### src/hdl/arcp_pkg.sv
// Shared types, codes and character constants for the ASCII register command parser.
package arcp_pkg;

    // Result kinds
    localparam logic [1:0] KIND_READ   = 2'd0;
    localparam logic [1:0] KIND_WORD   = 2'd1;
    localparam logic [1:0] KIND_REJECT = 2'd2;
    localparam logic [1:0] KIND_WDONE  = 2'd3;

    // Command kinds held while a frame is parsed
    localparam logic [1:0] CMD_UNKNOWN = 2'd0;
    localparam logic [1:0] CMD_READ    = 2'd1;
    localparam logic [1:0] CMD_WRITE   = 2'd2;

    // Fixed field widths
    localparam int ADDR_W  = 17;
    localparam int COUNT_W = 14;
    localparam int WORD_W  = 16;

    // Result queue depth and pointer widths
    localparam int QDEPTH = 4;
    localparam int QPTR_W = 2;
    localparam int QCNT_W = 3;

    // Frame characters
    localparam logic [7:0] CH_R   = 8'h52;
    localparam logic [7:0] CH_W   = 8'h57;
    localparam logic [7:0] CH_D   = 8'h44;
    localparam logic [7:0] CH_S   = 8'h53;
    localparam logic [7:0] CH_DOT = 8'h2E;
    localparam logic [7:0] CH_H   = 8'h48;
    localparam logic [7:0] CH_0   = 8'h30;
    localparam logic [7:0] CH_9   = 8'h39;
    localparam logic [7:0] CH_UA  = 8'h41;
    localparam logic [7:0] CH_UF  = 8'h46;
    localparam logic [7:0] CH_LA  = 8'h61;
    localparam logic [7:0] CH_LF  = 8'h66;

    typedef struct packed {
        logic [1:0]         kind;
        logic [ADDR_W-1:0]  reg_address;
        logic [COUNT_W-1:0] word_count;
        logic [COUNT_W-1:0] word_index;
        logic [WORD_W-1:0]  word_value;
        logic               short_frame;
        logic               frame_done;
    } result_t;

    // Up to two results per parsed byte: a write word, then a frame close
    typedef struct packed {
        logic    word_valid;
        result_t word;
        logic    close_valid;
        result_t close;
    } step_out_t;

    // Hex digit decode: {bad, value}
    function automatic logic [4:0] hex_decode(input logic [7:0] c);
        logic [4:0] r;
        r = 5'b10000;
        if (c >= CH_0 && c <= CH_9) begin
            r = {1'b0, c[3:0]};
        end else if ((c >= CH_UA && c <= CH_UF) || (c >= CH_LA && c <= CH_LF)) begin
            r = {1'b0, c[3:0] + 4'd9};
        end
        return r;
    endfunction

endpackage

### src/hdl/arcp_parse.sv
// Frame parser: per-byte state update and result generation.
module arcp_parse #(
    parameter int ADDR_DIGITS  = 5,
    parameter int COUNT_DIGITS = 4
) (
    input  logic                aclk,
    input  logic                aresetn,
    input  logic                step,
    input  logic [7:0]          frame_byte,
    input  logic                end_of_frame,
    output arcp_pkg::step_out_t step_out
);

    localparam int ADDR_START_I  = 6;
    localparam int DOT_POS_I     = ADDR_START_I + ADDR_DIGITS;
    localparam int H_POS_I       = DOT_POS_I + 1;
    localparam int COUNT_START_I = H_POS_I + 2;
    localparam int WORD_START_I  = COUNT_START_I + COUNT_DIGITS;
    localparam int POS_W         = $clog2(WORD_START_I + 1);

    localparam logic [POS_W-1:0] P_ADDR  = POS_W'(ADDR_START_I);
    localparam logic [POS_W-1:0] P_DOT   = POS_W'(DOT_POS_I);
    localparam logic [POS_W-1:0] P_H     = POS_W'(H_POS_I);
    localparam logic [POS_W-1:0] P_COUNT = POS_W'(COUNT_START_I);
    localparam logic [POS_W-1:0] P_WORD  = POS_W'(WORD_START_I);

    localparam int AW = arcp_pkg::ADDR_W;
    localparam int CW = arcp_pkg::COUNT_W;
    localparam int WW = arcp_pkg::WORD_W;

    logic [POS_W-1:0] pos_reg,      pos_next;
    logic [1:0]       cmd_reg,      cmd_next;
    logic             rej_reg,      rej_next;
    logic [AW-1:0]    addr_reg,     addr_next;
    logic             addr_bad_reg, addr_bad_next;
    logic [CW-1:0]    cnt_reg,      cnt_next;
    logic             cnt_bad_reg,  cnt_bad_next;
    logic [WW-1:0]    word_reg,     word_next;
    logic             word_bad_reg, word_bad_next;
    logic [2:0]       wci_reg,      wci_next;
    logic [CW-1:0]    seen_reg,     seen_next;

    logic             is_digit;
    logic [3:0]       digit;
    logic [4:0]       hex;
    logic [CW-1:0]    cnt_eff;
    logic [CW-1:0]    cnt_close;
    logic [AW-1:0]    addr_close;
    arcp_pkg::step_out_t out_c;

    assign is_digit = (frame_byte >= arcp_pkg::CH_0) && (frame_byte <= arcp_pkg::CH_9);
    assign digit    = frame_byte[3:0];
    assign hex      = arcp_pkg::hex_decode(frame_byte);
    assign cnt_eff  = cnt_bad_reg ? '0 : cnt_reg;

    // Next state and results for the byte at the parser input
    always_comb begin
        pos_next      = pos_reg;
        cmd_next      = cmd_reg;
        rej_next      = rej_reg;
        addr_next     = addr_reg;
        addr_bad_next = addr_bad_reg;
        cnt_next      = cnt_reg;
        cnt_bad_next  = cnt_bad_reg;
        word_next     = word_reg;
        word_bad_next = word_bad_reg;
        wci_next      = wci_reg;
        seen_next     = seen_reg;
        out_c         = '0;
        cnt_close     = '0;
        addr_close    = '0;

        if (pos_reg < P_WORD) begin
            // Header: command, address, ".H", count
            if (pos_reg == '0) begin
                if (frame_byte == arcp_pkg::CH_R) begin
                    cmd_next = arcp_pkg::CMD_READ;
                end else if (frame_byte == arcp_pkg::CH_W) begin
                    cmd_next = arcp_pkg::CMD_WRITE;
                end else begin
                    cmd_next = arcp_pkg::CMD_UNKNOWN;
                    rej_next = 1'b1;
                end
            end else if (pos_reg == POS_W'(1)) begin
                if (frame_byte != ((cmd_reg == arcp_pkg::CMD_WRITE) ?
                                   arcp_pkg::CH_R : arcp_pkg::CH_D)) begin
                    rej_next = 1'b1;
                end
            end else if (pos_reg == POS_W'(2)) begin
                if (frame_byte != arcp_pkg::CH_S) rej_next = 1'b1;
            end else if (pos_reg >= P_ADDR && pos_reg < P_DOT) begin
                if (is_digit) begin
                    addr_next = {addr_reg[AW-4:0], 3'b000} + {addr_reg[AW-2:0], 1'b0}
                                + AW'(digit);
                end else begin
                    addr_bad_next = 1'b1;
                end
            end else if (pos_reg == P_DOT) begin
                if (frame_byte != arcp_pkg::CH_DOT) rej_next = 1'b1;
            end else if (pos_reg == P_H) begin
                if (frame_byte != arcp_pkg::CH_H) rej_next = 1'b1;
            end else if (pos_reg >= P_COUNT) begin
                if (is_digit) begin
                    cnt_next = {cnt_reg[CW-4:0], 3'b000} + {cnt_reg[CW-2:0], 1'b0}
                               + CW'(digit);
                end else begin
                    cnt_bad_next = 1'b1;
                end
            end
            pos_next = pos_reg + POS_W'(1);
        end else if (cmd_reg == arcp_pkg::CMD_WRITE && !rej_reg) begin
            // Write words: separator then four hex digits
            if (wci_reg == 3'd0) begin
                wci_next      = 3'd1;
                word_next     = '0;
                word_bad_next = 1'b0;
            end else begin
                if (hex[4]) begin
                    word_bad_next = 1'b1;
                end else begin
                    word_next = {word_reg[WW-5:0], hex[3:0]};
                end
                if (wci_reg >= 3'd4) begin
                    if (seen_reg < cnt_eff) begin
                        out_c.word_valid       = 1'b1;
                        out_c.word.kind        = arcp_pkg::KIND_WORD;
                        out_c.word.reg_address = addr_bad_reg ? '0 : addr_reg;
                        out_c.word.word_count  = cnt_eff;
                        out_c.word.word_index  = seen_reg;
                        out_c.word.word_value  = word_bad_next ? '0 : word_next;
                        seen_next              = seen_reg + CW'(1);
                    end
                    wci_next = 3'd0;
                end else begin
                    wci_next = wci_reg + 3'd1;
                end
            end
        end

        // Frame close on the flagged last byte
        if (end_of_frame) begin
            addr_close              = addr_bad_next ? '0 : addr_next;
            cnt_close               = cnt_bad_next ? '0 : cnt_next;
            out_c.close_valid       = 1'b1;
            out_c.close.frame_done  = 1'b1;
            if (rej_next || cmd_next == arcp_pkg::CMD_UNKNOWN || pos_next <= P_H) begin
                out_c.close.kind = arcp_pkg::KIND_REJECT;
            end else if (cmd_next == arcp_pkg::CMD_READ) begin
                out_c.close.kind        = arcp_pkg::KIND_READ;
                out_c.close.reg_address = addr_close;
                out_c.close.word_count  = cnt_close;
            end else begin
                out_c.close.kind        = arcp_pkg::KIND_WDONE;
                out_c.close.reg_address = addr_close;
                out_c.close.word_count  = cnt_close;
                out_c.close.short_frame = (seen_next < cnt_close);
            end
            pos_next      = '0;
            cmd_next      = arcp_pkg::CMD_UNKNOWN;
            rej_next      = 1'b0;
            addr_next     = '0;
            addr_bad_next = 1'b0;
            cnt_next      = '0;
            cnt_bad_next  = 1'b0;
            word_next     = '0;
            word_bad_next = 1'b0;
            wci_next      = 3'd0;
            seen_next     = '0;
        end
    end

    assign step_out = step ? out_c : '0;

    // Parser state registers
    always_ff @(posedge aclk) begin
        if (!aresetn) begin
            pos_reg      <= '0;
            cmd_reg      <= arcp_pkg::CMD_UNKNOWN;
            rej_reg      <= 1'b0;
            addr_reg     <= '0;
            addr_bad_reg <= 1'b0;
            cnt_reg      <= '0;
            cnt_bad_reg  <= 1'b0;
            word_reg     <= '0;
            word_bad_reg <= 1'b0;
            wci_reg      <= 3'd0;
            seen_reg     <= '0;
        end else if (step) begin
            pos_reg      <= pos_next;
            cmd_reg      <= cmd_next;
            rej_reg      <= rej_next;
            addr_reg     <= addr_next;
            addr_bad_reg <= addr_bad_next;
            cnt_reg      <= cnt_next;
            cnt_bad_reg  <= cnt_bad_next;
            word_reg     <= word_next;
            word_bad_reg <= word_bad_next;
            wci_reg      <= wci_next;
            seen_reg     <= seen_next;
        end
    end

endmodule

### src/hdl/arcp_rfifo.sv
// Result queue: takes up to two results per cycle, hands out one.
module arcp_rfifo (
    input  logic                              aclk,
    input  logic                              aresetn,
    input  arcp_pkg::step_out_t               push,
    input  logic                              pop,
    output logic                              out_valid,
    output arcp_pkg::result_t                 out_data,
    output logic                              room2,
    output logic [arcp_pkg::QCNT_W-1:0]       level
);

    arcp_pkg::result_t               mem [arcp_pkg::QDEPTH];
    logic [arcp_pkg::QPTR_W-1:0]     wr_reg, wr_next;
    logic [arcp_pkg::QPTR_W-1:0]     rd_reg, rd_next;
    logic [arcp_pkg::QCNT_W-1:0]     cnt_reg, cnt_next;
    logic [arcp_pkg::QPTR_W-1:0]     wr_second;
    logic [1:0]                      n_push;
    logic                            do_pop;

    assign out_valid = (cnt_reg != '0);
    assign out_data  = mem[rd_reg];
    assign room2     = (cnt_reg <= arcp_pkg::QCNT_W'(arcp_pkg::QDEPTH - 2));
    assign level     = cnt_reg;
    assign do_pop    = pop && out_valid;

    // Pointer and level bookkeeping
    always_comb begin
        n_push    = {1'b0, push.word_valid} + {1'b0, push.close_valid};
        wr_second = wr_reg + arcp_pkg::QPTR_W'(push.word_valid);
        wr_next   = wr_reg + arcp_pkg::QPTR_W'(n_push);
        rd_next   = rd_reg + arcp_pkg::QPTR_W'(do_pop);
        cnt_next  = cnt_reg + arcp_pkg::QCNT_W'(n_push) - arcp_pkg::QCNT_W'(do_pop);
    end

    // Entry writes, word result ahead of the close
    always_ff @(posedge aclk) begin
        if (push.word_valid) mem[wr_reg] <= push.word;
        if (push.close_valid) mem[wr_second] <= push.close;
    end

    always_ff @(posedge aclk) begin
        if (!aresetn) begin
            wr_reg  <= '0;
            rd_reg  <= '0;
            cnt_reg <= '0;
        end else begin
            wr_reg  <= wr_next;
            rd_reg  <= rd_next;
            cnt_reg <= cnt_next;
        end
    end

endmodule

### src/hdl/ascii_register_command_parser_top.sv
// An accepted byte is parsed from the input register; its results reach m_ via the queue.
// Throughput: one byte per cycle; a byte that yields both a write word and the frame close
//   puts two results out, one per cycle, through a four-entry result queue.
// The parser steps only while the queue has room for two results.
// Reset (aresetn low, synchronous) clears the input register, parser state and queue;
//   no clearing pass is needed.
module ascii_register_command_parser_top #(
    parameter int ADDR_DIGITS  = 5,
    parameter int COUNT_DIGITS = 4
) (
    input  logic                              aclk,
    input  logic                              aresetn,
    input  logic                              s_valid,
    output logic                              s_ready,
    input  logic [7:0]                        s_frame_byte,
    input  logic                              s_end_of_frame,
    output logic                              m_valid,
    input  logic                              m_ready,
    output logic [1:0]                        m_kind,
    output logic [arcp_pkg::ADDR_W-1:0]       m_reg_address,
    output logic [arcp_pkg::COUNT_W-1:0]      m_word_count,
    output logic [arcp_pkg::COUNT_W-1:0]      m_word_index,
    output logic [arcp_pkg::WORD_W-1:0]       m_word_value,
    output logic                              m_short_frame,
    output logic                              m_frame_done
);

    logic                        in_valid_reg;
    logic [7:0]                  byte_reg;
    logic                        eof_reg;
    logic                        step;
    logic                        room2;
    logic [arcp_pkg::QCNT_W-1:0] level;
    arcp_pkg::step_out_t         step_out;
    arcp_pkg::result_t           res;

    // Parse the held request when the queue can take both possible results
    assign step    = in_valid_reg && room2;
    assign s_ready = !in_valid_reg || step;

    // Input register
    always_ff @(posedge aclk) begin
        if (!aresetn) begin
            in_valid_reg <= 1'b0;
        end else if (s_ready) begin
            in_valid_reg <= s_valid;
        end
    end

    always_ff @(posedge aclk) begin
        if (s_valid && s_ready) begin
            byte_reg <= s_frame_byte;
            eof_reg  <= s_end_of_frame;
        end
    end

    arcp_parse #(
        .ADDR_DIGITS  (ADDR_DIGITS),
        .COUNT_DIGITS (COUNT_DIGITS)
    ) u_parse (
        .aclk         (aclk),
        .aresetn      (aresetn),
        .step         (step),
        .frame_byte   (byte_reg),
        .end_of_frame (eof_reg),
        .step_out     (step_out)
    );

    arcp_rfifo u_rfifo (
        .aclk      (aclk),
        .aresetn   (aresetn),
        .push      (step_out),
        .pop       (m_ready),
        .out_valid (m_valid),
        .out_data  (res),
        .room2     (room2),
        .level     (level)
    );

    assign m_kind        = res.kind;
    assign m_reg_address = res.reg_address;
    assign m_word_count  = res.word_count;
    assign m_word_index  = res.word_index;
    assign m_word_value  = res.word_value;
    assign m_short_frame = res.short_frame;
    assign m_frame_done  = res.frame_done;

    // Queue never overfills
    a_level_bound: assert property (@(posedge aclk) disable iff (!aresetn)
        level <= arcp_pkg::QCNT_W'(arcp_pkg::QDEPTH))
        else $error("result queue overflow");

    // An accepted request is held for the parser
    a_in_hold: assert property (@(posedge aclk) disable iff (!aresetn)
        s_valid && s_ready |=> in_valid_reg)
        else $error("accepted request lost");

    // Write words never close a frame; every close carries frame_done
    a_done_kind: assert property (@(posedge aclk) disable iff (!aresetn)
        m_valid |-> (m_frame_done == (m_kind != arcp_pkg::KIND_WORD)))
        else $error("frame_done inconsistent with kind");

    // A parsed byte flagged last always yields a close result
    a_close: assert property (@(posedge aclk) disable iff (!aresetn)
        step && eof_reg |-> step_out.close_valid)
        else $error("missing frame close");

endmodule

### config.mk
export PLATFORM = sky130hd
export DESIGN_NAME = ascii_register_command_parser_top
export DESIGN_NICKNAME = d
export VERILOG_FILES = /design/src/hdl/arcp_pkg.sv /design/src/hdl/arcp_parse.sv /design/src/hdl/arcp_rfifo.sv /design/src/hdl/ascii_register_command_parser_top.sv
export SDC_FILE = /design/constraint.sdc
export NUM_CORES = 1
export LEC_CHECK = 0
export ABC_AREA = 0
export BUFFER_PORTS_ARGS = -buffer_cell sky130_fd_sc_hd__clkbuf_2
export CORE_MARGIN = 3
export CORE_UTILIZATION = 55
export CTS_BUF_LIST = sky130_fd_sc_hd__clkbuf_16
export DETAILED_ROUTE_END_ITERATION = 8
export PLACE_DENSITY = 0.72
export SLEW_MARGIN = 5
export SYNTH_ARGS = -nofsm -noshare
export SYNTH_HDL_FRONTEND = slang
export SYNTH_SLANG_ARGS = --single-unit
### constraint.sdc
create_clock -name aclk -period 6.1 [get_ports aclk]
set_input_delay 0 -clock aclk [delete_from_list [all_inputs] [get_ports aclk]]
set_output_delay 0 -clock aclk [all_outputs]
set_load 0.05 [all_outputs]
Word level (Yosys, flattened, before mapping) --
Memories as Yosys holds them, arrays and structs flattened. A register that Yosys moved wholly into a read port is not among the register bits. Cells that the tools add are included.
Storage, ports and cells: flip-flop bits (word level) 92, RAM bits 260, bits of input ports 13, output and inout bits 67, word-level logic and storage cells 185, memories kept 1
Operators by class: add/sub/neg operators 14, magnitude comparators 15, equality and inequality tests 13, mux-type cells 105, reduce and logical (&&, ||, !) cells 20
Memories:
- u_rfifo.mem | words 4, bits a word 65, read ports 1, clocked after Yosys merged registers in 1, write ports 2, line arcp_rfifo.sv:13 | arcp_pkg::result_t mem [arcp_pkg::QDEPTH];
Operators by type and width (number):
- 64-bit two-way mux | 5
- 14-bit two-way mux | 18
- 17-bit two-way mux | 9
- 132-bit two-way mux | 1
- 16-bit two-way mux | 6
- 1-bit two-way mux | 45
- 34-bit two-way mux | 1
- 33-bit two-way mux | 1
- 31-bit two-way mux | 1
- 14-bit < comparator | 2
- 5-bit two-way mux | 5
- 17-bit adder | 1
- 17-bit by 4-bit adder with 17-bit output | 1
- 8-bit by 7-bit == test with 1-bit output (second input constant) | 2
- 8-bit by 7-bit greater-or-equal comparator with 1-bit output (second input constant) | 2
- 8-bit by 7-bit <= comparator with 1-bit output (second input constant) | 2
- 2-bit two-way mux | 8
- 8-bit by 7-bit inequality test with 1-bit output (second input constant) | 2
- 3-bit two-way mux | 5
- 14-bit by 1-bit adder with 14-bit output (second input constant) | 1
- 14-bit adder | 1
- 14-bit by 4-bit adder with 14-bit output | 1
- 5-bit by 4-bit == test with 1-bit output (second input constant) | 2
- 8-bit by 6-bit greater-or-equal comparator with 1-bit output (second input constant) | 1
- other kinds (32) | 44

Longest topological paths before layout --
Gate-level depths: netlist of the first run.
word-level depth 20, depth in mapped cells 22, mapped depth without buffers 19

By module --
A second synthesis of the first run with hierarchy kept.
Unflattened totals: cells, all modules 1670, area total of the unflattened synthesis 20810.0 µm²
Modules (own cells, without submodules):
- arcp_rfifo | instances 1, cells each 678, area each 13112.6 µm², seq. area each 7947.6 µm²
- arcp_parse | instances 1, cells each 977, area each 7362.1 µm², seq. area each 1421.4 µm²
- ascii_register_command_parser_top | instances 1, cells each 15, area each 335.3 µm², seq. area each 290.3 µm²

Least setup slack after synthesis of the first run --
Ideal clock, no wire load.
path kind reg-to-reg, from register u_parse.cnt_bad_reg, to memory u_rfifo.mem[3][0] (netlist bit) (enable), setup time 0.390 ns, arrival 4.244 ns, required time 5.710 ns, slack 1.466 ns, stages on the path, launching flop included 19, path buffers 3, period minus slack after synthesis 4.634 ns, cells stage by stage dfxtp_1 > inv_1 > clkbuf_1 > nand2_1 > ha_1 > a21o_1 > a21o_1 > a21o_1 > a22oi_2 > nand3_1 > buf_2 > inv_1 > ha_1 > xor2_1 > nand3_1 > inv_1 > a31oi_1 > clkbuf_1 > inv_1
RTL lines:
- start, declared | line arcp_parse.sv:37 | logic cnt_bad_reg, cnt_bad_next;
- start signal, assigned | line arcp_parse.sv:195 | cnt_bad_reg <= cnt_bad_next;
- end, declared | line arcp_rfifo.sv:13

==> summary.md, run 1 <==
| Metric | Value |
|---|---|
| Outcome | `completed` |
| CTS Sinks | `around 350` |
| Final WL | `~51000 microns` |
| Worst ir drop on vdd | `290 uV` |
| Tcrit/Tclk final | `0.878` |
| Routed wl met2 | `about 24000 microns` |
| Vias in the first global route | `14300` |
| CP Launch Type | `register` |
| Yosys top cell area share | `0.244` |
| CP arrival | `roughly 5700 ps` |
| PD cells | `approximately 280 mW/mm^2` |
| Critical Path Slowest Stage Cell | `nand4_1` |
| Rows | `66` |
| Critical Path RT | `~6500 ps` |
| DR WL/cell | `roughly 24 microns` |
| Ys flop type | `dfxtp_1` |
| Crit Path Max Fanout | `15` |
| CTS root buffer | `clkbuf_16` |
| Die area | `roughly 0.036 sq mm` |
| Gr ovfl total | `0` |
| Crit path kind | `reg2reg` |
| DRT Pass-1 Iters | `5` |
| Final Slew Violations | `0` |
| Initial antenna violation count | `0` |
| N_diodes | `0` |
| Power Total | `just under 6 mW` |
| Max-Cap Viols | `0` |
| Post-synthesis cell type count | `between 90 and 100` |
| Final design utilization | `0.628` |
| Netlist Area Pre-Place | `roughly 0.018 sq mm` |
| Placement-stage worst setup slack | `880 ps` |
| Final instance area | `between 0.02 and 0.025 sq mm` |
| Most used cells in the layout excluding fill and tap cells | `dfxtp_1 (201), a22o_1 (160), edfxtp_1 (149), nor2_1 (129), nand2_1 (100)` |
| Number of flip-flops under the largest register name | `260` |
| Post-route setup slack | `~750 ps` |
| Setup Viol. Count Final | `0` |
| Vias/cell | `about 6.6` |
| Post-synth EDFFs | `149` |
| Clock Latency Late Sink | `about 530 ps` |
| F_max | `around 190 MHz` |
| Tot GR Track Use | `0.285` |
| Rel. slew slack | `0.305` |
| CTS Buf Count | `38` |
| Syn_area_per_cell | `roughly 11 sq um` |
| Synth Instances | `1646` |
| Setup_tns | `0 ps` |
| Unrepaired setup endpoints after global routing | `false` |
| Register area share after synthesis | `0.466` |
| Syn nets | `approximately 1800` |
| LEAKAGE | `approximately 7.8 nW` |
| Area growth syn-to-layout | `12.1%` |
| Max clock buf depth | `3` |
| DRT iter0 DRCs | `1400` |
| Area of the multi-input gates | `0.00923 sq mm` |
| Largest area contributor in the netlist | `edfxtp_1` |
| CORE AREA | `about 0.033 sq mm` |
| Total vias in the final route | `14400` |
| Largest net degree at the start of global routing | `62` |
| CP Buf/Inv Count | `3` |
| Asr flop ratio synth | `0` |
| Final hold viol count | `0` |
| Met3 wire length | `roughly 3600 microns` |
| # H-tree levels | `2` |
| Die height | `between 150 and 200 microns` |
| Commonest non-fill, non-tap cell in the layout | `dfxtp_1` |
| Die Span X | `around 190 microns` |
| Remaining DRCs | `0` |
| Clock Skew | `roughly 13 ps` |
| Antenna Nets Post-Route | `0` |
| GP Congestion | `around 0.93` |
| Reg area | `around 0.0085 sq mm` |
| Layout filler cell count | `approximately 2600` |
| YS warnings | `0` |
| Hold Slack | `79.7 ps` |
| Flops & latches, synth | `between 300 and 400` |
| CTS tree | `done` |
| Top Metal Used | `met4` |
| Placed cell areas | `slightly below 0.02 sq mm` |
| Layout cell share with drive strength beyond 1 | `0.171` |
| I/O Pins | `80` |
| Worst Tran Pin Value | `around 1000 ps` |
| Wire length on met1 | `about 21000 microns` |
| Hpwl dp | `~34000 microns` |
| Hold crit path type | `in2reg` |
| Cell family with most CP delay | `simple AND/OR/NAND/NOR gates` |
| Placed cell count | `between 2000 and 2500` |
| Starting Density | `0.560` |
| Layout net count | `1820` |
| Post-CTS sizing | `0` |
| Crit end category | `register` |
| Max incr delay on CP | `600 ps` |
| Clk slew on worst S/H paths | `about 60 ps` |
| I/O Buffers | `between 70 and 80` |
| Cell chain of the critical path | `inv_1 > nand2_1 > ha_1 > a21o_1 > a21o_1 > a21o_1 > a22oi_2 > nand3_1 > inv_1 > ha_1 > nor2_1 > nand2_1 > inv_1 > nand4_1 > o22ai_2 > a22o_1` |
| Layout Cells excl Fill | `between 2000 and 2500` |
| Global-route wire length before repair | `80500 microns` |
| Synth area leaders | `edfxtp_1 (24%), dfxtp_1 (22%), mux4_2 (8.0%)` |
| Clock period minus final worst setup slack | `around 5400 ps` |
## cells in the mapped netlist, drive strengths merged, types with 5 or more instances
library cell and instances:
a211oi 7, a21o 17, a21oi 73, a22o 160, a22oi 32, a31oi 10, a32oi 6, a41oi 5
and2 15, and3 10, buf 21, clkbuf 94, dfxtp 203, edfxtp 149, fa 5, ha 95
inv 41, mux2i 12, mux4 65, nand2 100, nand2b 27, nand3 26, nand4 18, nor2 134
nor2b 11, nor3 24, nor3b 5, nor4 11, o21a 9, o21ai 44, o21bai 5, o22ai 67
o2bb2ai 22, or3 7, or4 10, xnor2 32, xor2 8
## worst min-delay path: cells and delay by family
kind / cells / cell delay (ps)
buffers and inverters: 1 / 340
and+or+nand+nor: 1 / 140
AOI/OAI and AO/OA: 1 / 70
## area by class of cell
class                   count  share of cell area
multi-input cells        1138               0.449
flip-flops and latches    352               0.416
clock buffers              40              0.0487
repair buffers            136              0.0414
well taps                 442              0.0269
clock inverters            28             0.00987
inverters                  41             0.00749
## layer usage
| metal | GRT usage | vias to the layer above |
|---|---|---|
| met5 | 0 | - |
| met4 | 0.108 | 0 |
| met3 | 0.0482 | 123 |
| met2 | 0.461 | 593 |
| met1 | 0.389 | 7152 |
| li1 | - | 6495 |
## where the power goes
group	switching, mW	total (mW)	leakage (nW)	internal (mW)
clock network	0.936	2.25	0.632	1.31
registers	0.0717	2.55	3.18	2.48
logic	0.648	0.963	3.95	0.315
total	1.66	5.76	7.76	4.11
## repair_timing
| item | 4_1_cts | 5_1_grt |
|---|---|---|
| hold buffers | 11 | 0 |
| hold endpoints to repair | 11 | 0 |
| setup buffers | 0 | 0 |
## path summary, 6_finish.rpt
kind	from	to	slack, ps	depth (start not counted)
setup reg to reg	u_parse.cnt_bad_reg$_SDFFE_PN0P_	u_rfifo.mem[2][35]$_DFFE_PP_	750	16
hold reg to reg	u_rfifo.mem[2][18]$_SDFFE_PP0P_	u_rfifo.mem[2][18]$_SDFFE_PP0P_	470	1
hold / removal	aresetn	u_parse.addr_reg[16]$_SDFFE_PN0P_	80	3
setup / recovery	u_parse.cnt_bad_reg$_SDFFE_PN0P_	u_rfifo.mem[2][35]$_DFFE_PP_	750	16
## kinds of logic (layout without fill, tap and decap cells)
family | after synthesis | after routing | share of synthesized area
xor+xnor | 40 | 40 | 0.0191
mux | 80 | 80 | 0.0883
compound gates | 499 | 499 | 0.207
simple gates | 419 | 419 | 0.116
flops | 352 | 352 | 0.466
fa+ha+maj | 100 | 100 | 0.0703
buf+inv | 156 | 245 | 0.0332
Power figures use the tool's default switching activity.
==> inputs of run 2 (changes only) <==
- ABC_AREA: 0 -> 1
- CELL_PAD_IN_SITES_DETAIL_PLACEMENT: default -> 0
- CELL_PAD_IN_SITES_GLOBAL_PLACEMENT: default -> 1
- CORE_UTILIZATION: 55 -> 47
- PLACE_DENSITY: 0.72 -> 0.81
==> summary.md, run 2 <==
| Metric | Value |
|---|---|
| Clock Latency Late Sink | `570 ps (+40 ps)` |
| Largest net degree at the start of global routing | `89 (+44%)` |
| YS warnings | `0 (unchanged)` |
| Placed cell areas | `0.0206 sq mm (+7.4%)` |
| Most used cells in the layout excluding fill and tap cells | `nand2_1 (755), nand3_1 (274), nor2_1 (245), dfxtp_1 (201), o21ai_0 (199)` |
| Sequential power share | `0.366 (-0.077)` |
| GP Congestion | `0.896 (-3.2%)` |
| DRT iter0 DRCs | `1651 (+18%)` |
| Post-synthesis cell type count | `57 (-38%)` |
| Number of flip-flops under the largest register name | `260 (unchanged)` |
| Wire length on met1 | `28600 microns (+33%)` |
| Routed wl met2 | `27800 microns (+13%)` |
| Met3 wire length | `5200 microns (+44%)` |
| RR Endpoint | `u_rfifo.mem[0][7]$_SDFFE_PP0P_` |
| Vias in the first global route | `17400 (+22%)` |
| Pint | `4.33 mW (+5.3%)` |
| Final WL | `63100 microns (+23%)` |
| Gr ovfl total | `0 (unchanged)` |
| Hold Crit Start | `m_ready` |
| Layout cell share with drive strength beyond 1 | `0.0981 (-0.0725)` |
| Max incr delay on CP | `820 ps (+220 ps)` |
| Count leader, synth | `nand2_1` |
| CTS root buffer | `clkbuf_16` |
| Critical Path RT | `6560 ps (+70 ps)` |
| Global-route wire length before repair | `98700 microns (+23%)` |
| Sw Pwr | `2.65 mW (+60%)` |
| Worst ir drop on vdd | `299 uV (+3.2%)` |
| Yosys top cell area share | `0.223 (-0.0209)` |
| Asr flop ratio synth | `0 (unchanged)` |
| CTS Sinks | `352 (unchanged)` |
| Final hold viol count | `0 (unchanged)` |
| Synth area leaders | `edfxtp_1 (22%), dfxtp_1 (20%), nand2_1 (14%)` |
| Comb pwr share | `0.286 (+0.119)` |
| R2R depth | `18 (+2)` |
| Final Slew Violations | `0 (unchanged)` |
| CTS Buf Count | `41 (+7.9%)` |
| DR WL/cell | `19.5 microns (-17%)` |
| CORE AREA | `0.0420 sq mm (+29%)` |
| DRT Pass-1 Iters | `5 (unchanged)` |
| Post-CTS setup buffers | `0 (unchanged)` |
| Cell chain of the critical path | `inv_2 > nand2_1 > ha_1 > a21oi_1 > o21ai_0 > a21oi_1 > a21boi_4 > nand3_2 > inv_1 > ha_1 > or2_1 > nand2_1 > inv_1 > nor3_4 > buf_4 > inv_2 > nand4_2 > o21ai_0` |
| Crit Path Max Fanout | `51 (+36)` |
| Hold crit path type | `in2reg` |
| Reg-to-Reg Start | `u_parse.cnt_bad_reg$_SDFFE_PN0P_` |
| Sw frac | `0.380 (+0.0926)` |
| Top Metal Used | `met4` |
| Hpwl dp | `41400 microns (+21%)` |
| Syn nets | `2771 (+58%)` |
| Starting Density | `0.477 (-0.0837)` |
| Crit end category | `register` |
| Placement-stage worst setup slack | `1190 ps (+307 ps)` |
| Clk slew on worst S/H paths | `60 ps (about the same)` |
| Post-synth EDFFs | `149 (unchanged)` |
| Hold Path Depth | `5 (+2)` |
| Rel. slew slack | `0.288 (-0.0168)` |
| Clock Skew | `27.0 ps (+13.9 ps)` |
| Ys flop type | `dfxtp_1` |
| Flops & latches, synth | `352 (unchanged)` |
| Synth top cells by count | `nand2_1 (755), nand3_1 (274), nor2_1 (249), dfxtp_1 (203), o21ai_0 (199)` |
| Tcrit/Tclk final | `0.811 (-0.0664)` |
| Total vias in the final route | `18400 (+28%)` |
| Setup_tns | `0 ps (unchanged)` |
| # H-tree levels | `2 (unchanged)` |
| LEAKAGE | `9.43 nW (+21%)` |
| Initial antenna violation count | `0 (unchanged)` |
| Post-route setup slack | `1150 ps (+405 ps)` |
| Syn_area_per_cell | `7.54 sq um (-32%)` |
| Vias/cell | `5.68 (-14%)` |
| Crit path kind | `reg2reg` |
| Setup Viol. Count Final | `0 (unchanged)` |
| Area growth syn-to-layout | `10.2%` |
| CP arrival | `5410 ps (-330 ps)` |
| Synth Instances | `2658 (+61%)` |
| Final design utilization | `0.525 (-0.103)` |
| Max-Cap Viols | `0 (unchanged)` |
| Worst Tran Pin Value | `1070 ps (+23.6 ps)` |
| Critical Path Slowest Stage Cell | `inv_2` |
| Placed cell count | `3154 (+50%)` |
| Die Span X | `212 microns (+13%)` |
| N_diodes | `0 (unchanged)` |
| Worst Hold Path EP | `u_rfifo.rd_reg[0]$_SDFF_PN0_` |
| Tot GR Track Use | `0.277 (-0.00799)` |
| I/O Buffers | `79 (unchanged)` |
| Layout net count | `2782 (+53%)` |
| Max clock buf depth | `3 (unchanged)` |
| Die height | `212 microns (+13%)` |
| Rows | `75 (+14%)` |
| CTS tree | `done` |
| Commonest non-fill, non-tap cell in the layout | `nand2_1` |
| Outcome | `completed` |
| F_max | `202 MHz (+8.2%)` |
| Unrepaired setup endpoints after global routing | `false` |
| Final instance area | `0.0221 sq mm (+7.5%)` |
| Antenna Nets Post-Route | `0 (unchanged)` |
| I/O Pins | `80 (unchanged)` |
| Register area share after synthesis | `0.426 (-0.0398)` |
| Die area | `0.0451 sq mm (+27%)` |
| CP Launch Type | `register` |
| Clock period minus final worst setup slack | `4950 ps (-405 ps)` |
| Remaining DRCs | `0 (unchanged)` |
| Largest area contributor in the netlist | `edfxtp_1` |
| Netlist Area Pre-Place | `0.0200 sq mm (+9.3%)` |
| Clk network pwr share | `0.348 (-0.042)` |
| PD cells | `316 mW/mm^2 (+13%)` |
| Reg2reg setup slack | `1150 ps (+400 ps)` |
| Layout Cells excl Fill | `3240 (+49%)` |
-- run 2: cells by family (layout without fill, tap and decap cells) --
group                    count (synthesis)  after routing  share of synthesized area
AO/OA/AOI/OAI                          446            446                      0.122
buffers and inverters                  319            362                     0.0676
AND/OR/NAND/NOR                       1412           1412                      0.307
flip-flops                             352            352                      0.426
adder cells (fa/ha/maj)                100            100                     0.0643
XOR/XNOR                                29             29                     0.0127
-- run 2: repair_timing --
action | 4_1_cts | 5_1_grt
endpoints found under the hold margin | 27 | 0
hold buffers | 11 | 0
resized for setup | 0 | 0
-- run 2: layout make-up --
cell class | count | area (sq um)
fillers | 4093 | 20000
repair buffers | 123 | 753
flip-flops and latches | 352 | 8540
inverters | 164 | 621
clock inverters | 31 | 221
well taps | 539 | 674
clock buffers | 44 | 1100
multi-input cells | 1987 | 10200
-- run 2: worst max-delay path, delay by kind of cell (launching register included) --
kind                     cells  cell delay (ps)
adder cells (fa/ha/maj)      2              490
AND/OR/NAND/NOR              6             1290
AO/OA/AOI/OAI                5             1100
buffers and inverters        5             1620
flip-flops                   1              330
-- run 2: per-layer routing --
layer	vias up	GRT usage
li1	8941	-
met1	8667	0.394
met2	692	0.433
met3	104	0.0519
met4	0	0.0821
met5	-	0
-- run 2: how the worst max path moves through the flow --
stage                                                 from                               to  slack, ps  cells after the start
final                     u_parse.cnt_bad_reg$_SDFFE_PN0P_   u_rfifo.mem[0][7]$_SDFFE_PP0P_       1150                     18
after detailed placement  u_parse.cnt_bad_reg$_SDFFE_PN0P_   u_rfifo.mem[0][7]$_SDFFE_PP0P_       1190                     18
after CTS                 u_parse.cnt_bad_reg$_SDFFE_PN0P_   u_rfifo.mem[0][7]$_SDFFE_PP0P_       1180                     18
after global routing      u_parse.cnt_bad_reg$_SDFFE_PN0P_  u_rfifo.mem[0][23]$_SDFFE_PP0P_        770                     18
after global placement    u_parse.cnt_bad_reg$_SDFFE_PN0P_   u_rfifo.mem[0][7]$_SDFFE_PP0P_       1260                     18
after floorplan           u_parse.cnt_bad_reg$_SDFFE_PN0P_      u_rfifo.mem[1][0]$_DFFE_PP_       1360                     19
-- run 2: power by group through the flow --
stage               sequential, mW  combinational [mW]  clock, mW
finish                        2.56                1.99       2.43
floorplan                     2.55                1.53          0
CTS                           2.56                2.01       2.46
global route                  2.56                2.15       2.56
detailed placement            2.61                2.00          0
global placement              2.60                1.98          0
-- run 2: metrics by stage --
| stage | hold WS [ps] | total power, mW |
|---|---|---|
| 2_1_floorplan | 93.5 | 4.09 |
| 3_3_place_gp | 178 | 4.58 |
| 3_5_place_dp | 179 | 4.61 |
| 4_1_cts | 28.2 | 7.03 |
| 5_1_grt | 89.1 | 7.27 |
| 6_report | 41.2 | 6.97 |
==> inputs of run 3 (changes only) <==
- clock period: 6.1 -> 4.9 ns (I/O delays scaled with it)
==> summary.md, run 3 (same netlist as run 2, synthesis figures left out) <==
| Metric | Value |
|---|---|
| CP Buf/Inv Count | `3 (-2)` |
| Rows | `75 (unchanged)` |
| Post-CTS sizing | `0 (unchanged)` |
| Final Slew Violations | `0 (unchanged)` |
| CTS Sinks | `352 (unchanged)` |
| Final WL | `64200 microns (+1.9%)` |
| Initial antenna violation count | `1 (+1)` |
| Antenna Nets Post-Route | `0 (unchanged)` |
| # H-tree levels | `2 (unchanged)` |
| Commonest non-fill, non-tap cell in the layout | `nand2_1` |
| Crit path kind | `reg2reg` |
| Crit end category | `register` |
| Layout net count | `2785 (+0.11%)` |
| I/O Pins | `80 (unchanged)` |
| Gr ovfl total | `0 (unchanged)` |
| Tcrit/Tclk final | `0.916 (+0.105)` |
| Max-Cap Viols | `0 (unchanged)` |
| Die height | `212 microns (unchanged)` |
| Max incr delay on CP | `830 ps (about the same)` |
| LEAKAGE | `9.40 nW (-0.31%)` |
| I/O Buffers | `79 (unchanged)` |
| Unrepaired setup endpoints after global routing | `false` |
| M2 GR Usage | `0.446 (+0.0133)` |
| Worst Tran Pin Value | `1150 ps (+85.4 ps)` |
| Remaining DRCs | `0 (unchanged)` |
| Starting Density | `0.477 (unchanged)` |
| Post-CTS setup buffers | `0 (unchanged)` |
| Max clock buf depth | `3 (unchanged)` |
| CTS root buffer | `clkbuf_16` |
| Die area | `0.0451 sq mm (unchanged)` |
| Power Total | `8.60 mW (+23%)` |
| N_diodes | `0 (unchanged)` |
| DRT Pass-1 Iters | `5 (unchanged)` |
| Hpwl dp | `41700 microns (+0.57%)` |
| Setup Viol. Count Final | `0 (unchanged)` |
| Worst ir drop on vdd | `604 uV (+100%)` |
| Grt met1 use | `0.416 (+0.0220)` |
| Largest net degree at the start of global routing | `87 (-2.2%)` |
| Clock Latency Late Sink | `570 ps (about the same)` |
| Die Span X | `212 microns (unchanged)` |
| Final design utilization | `0.524 (-0.000804)` |
| Crit Path Max Fanout | `50 (-2.0%)` |
| Vias/cell | `5.75 (+1.2%)` |
| Critical Path RT | `5360 ps (-1200 ps)` |
| Vias in the first global route | `17800 (+1.9%)` |
| DRT iter0 DRCs | `1653 (+0.12%)` |
| Busiest layer in global routing | `met2` |
| Worst path depth | `15 (-3)` |
| Number of flip-flops under the largest register name | `260 (unchanged)` |
| F_max | `223 MHz (+10%)` |
| Hold Slack | `54.0 ps (+12.8 ps)` |
| Cell family with most CP delay | `simple AND/OR/NAND/NOR gates` |
| Final hold viol count | `0 (unchanged)` |
| DR WL/cell | `19.8 microns (+1.8%)` |
| Rel. slew slack | `0.231 (-0.0570)` |
| CORE AREA | `0.0420 sq mm (unchanged)` |
| Most used cells in the layout excluding fill and tap cells | `nand2_1 (755), nand3_1 (274), nor2_1 (246), dfxtp_1 (201), o21ai_0 (199)` |
| Total vias in the final route | `18600 (+1.2%)` |
| Clk slew on worst S/H paths | `60 ps (about the same)` |
| Setup_tns | `0 ps (unchanged)` |
| GP Congestion | `0.919 (+2.5%)` |
| PD cells | `390 mW/mm^2 (+23%)` |
| Tot GR Track Use | `0.285 (+0.00783)` |
| Hold crit path type | `in2reg` |
| R2R depth | `15 (-3)` |
| Global-route wire length before repair | `101000 microns (+2.6%)` |
| Layout cell share with drive strength beyond 1 | `0.0988 (+0.000667)` |
| Critical Path Slowest Stage Cell | `inv_2` |
| Hold Path Depth | `5 (unchanged)` |
| Area growth syn-to-layout | `10.0%` |
| CTS Buf Count | `40 (-2.4%)` |
| CP Launch Type | `register` |
| Clock period minus final worst setup slack | `4490 ps (-461 ps)` |
| CTS tree | `done` |
| Cell chain of the critical path | `inv_2 > nand2_1 > ha_1 > nand4_1 > nor3_1 > a21boi_4 > nand3_2 > inv_1 > ha_1 > or2_1 > nand2_1 > nor3_4 > inv_2 > nand4_2 > o21ai_0` |
| Clock Skew | `26.2 ps (-0.812 ps)` |
| CP arrival | `4940 ps (-470 ps)` |
| Outcome | `completed` |
| Met3 Resource Use GR | `0.0353 (-0.0167)` |
## run 3: changes by cell type in the layout (fill, tap and decap cells not counted), sizes merged
cell,delta
buf,+4
bufinv,-1
clkbuf,-2
clkinv,+10
clkinvlp,-1
inv,-8
## run 3: path summary, 6_finish.rpt
path	startpoint	endpoint	slack, ps
hold reg to reg	u_rfifo.mem[2][3]$_SDFFE_PP0P_	u_rfifo.mem[2][3]$_SDFFE_PP0P_	440
setup / recovery	u_parse.cnt_bad_reg$_SDFFE_PN0P_	u_rfifo.mem[2][25]$_SDFFE_PP0P_	410
setup reg to reg	u_parse.cnt_bad_reg$_SDFFE_PN0P_	u_rfifo.mem[2][25]$_SDFFE_PP0P_	410
hold / removal	m_ready	u_rfifo.rd_reg[0]$_SDFF_PN0_	50
## run 3: layout make-up
cell class                 instances  area (sq um)
multi-input combinational       1987         10200
clock inverter                    31           209
timing repair buffer             127           783
tap                              539           674
sequential                       352          8540
clock buffer                      42          1050
fill                            4055         20000
inverter                         164           622
## run 3: layer usage
metal,up-vias,part of all wire
met5,-,0
met4,0,0.023
met3,108,0.074
met2,772,0.44
met1,8797,0.46
li1,8953,-
## run 3: report_power, final
group          leakage, nW  internal (mW)  switching [mW]  total (mW)
combinational         5.66          0.520            1.94        2.46
clock                0.643           1.66            1.25        2.92
sequential            3.10           3.09           0.127        3.22
total                 9.40           5.28            3.32        8.60
## run 3: worst reg2reg max path: stages (launching register included)
cell      delay [ps]
dfxtp_1          330
inv_2            230
nand2_1          150
ha_1             340
nand4_1          150
nor3_1           380
a21boi_4         160
nand3_2          120
inv_1             70
ha_1             190
or2_1            220
nand2_1          180
nor3_4            70
inv_2            830
nand4_2          600
o21ai_0          360
## run 3: timing repair
action,CTS,global route
hold buffers,11,0
endpoints found under the setup margin,0,0
endpoints found under the hold margin,27,0
## run 3: per-stage QoR
| step | instances | cell area [sq um] | setup slack, ps |
|---|---|---|---|
| floorplan | 2658 | 20000 | 160 |
| global placement | 3158 | 20700 | 626 |
| detailed placement | 3158 | 20700 | 442 |
| CTS | 3242 | 22000 | 418 |
| global route | 3242 | 22000 | 14.2 |
| finish | 3242 | 22000 | 413 |
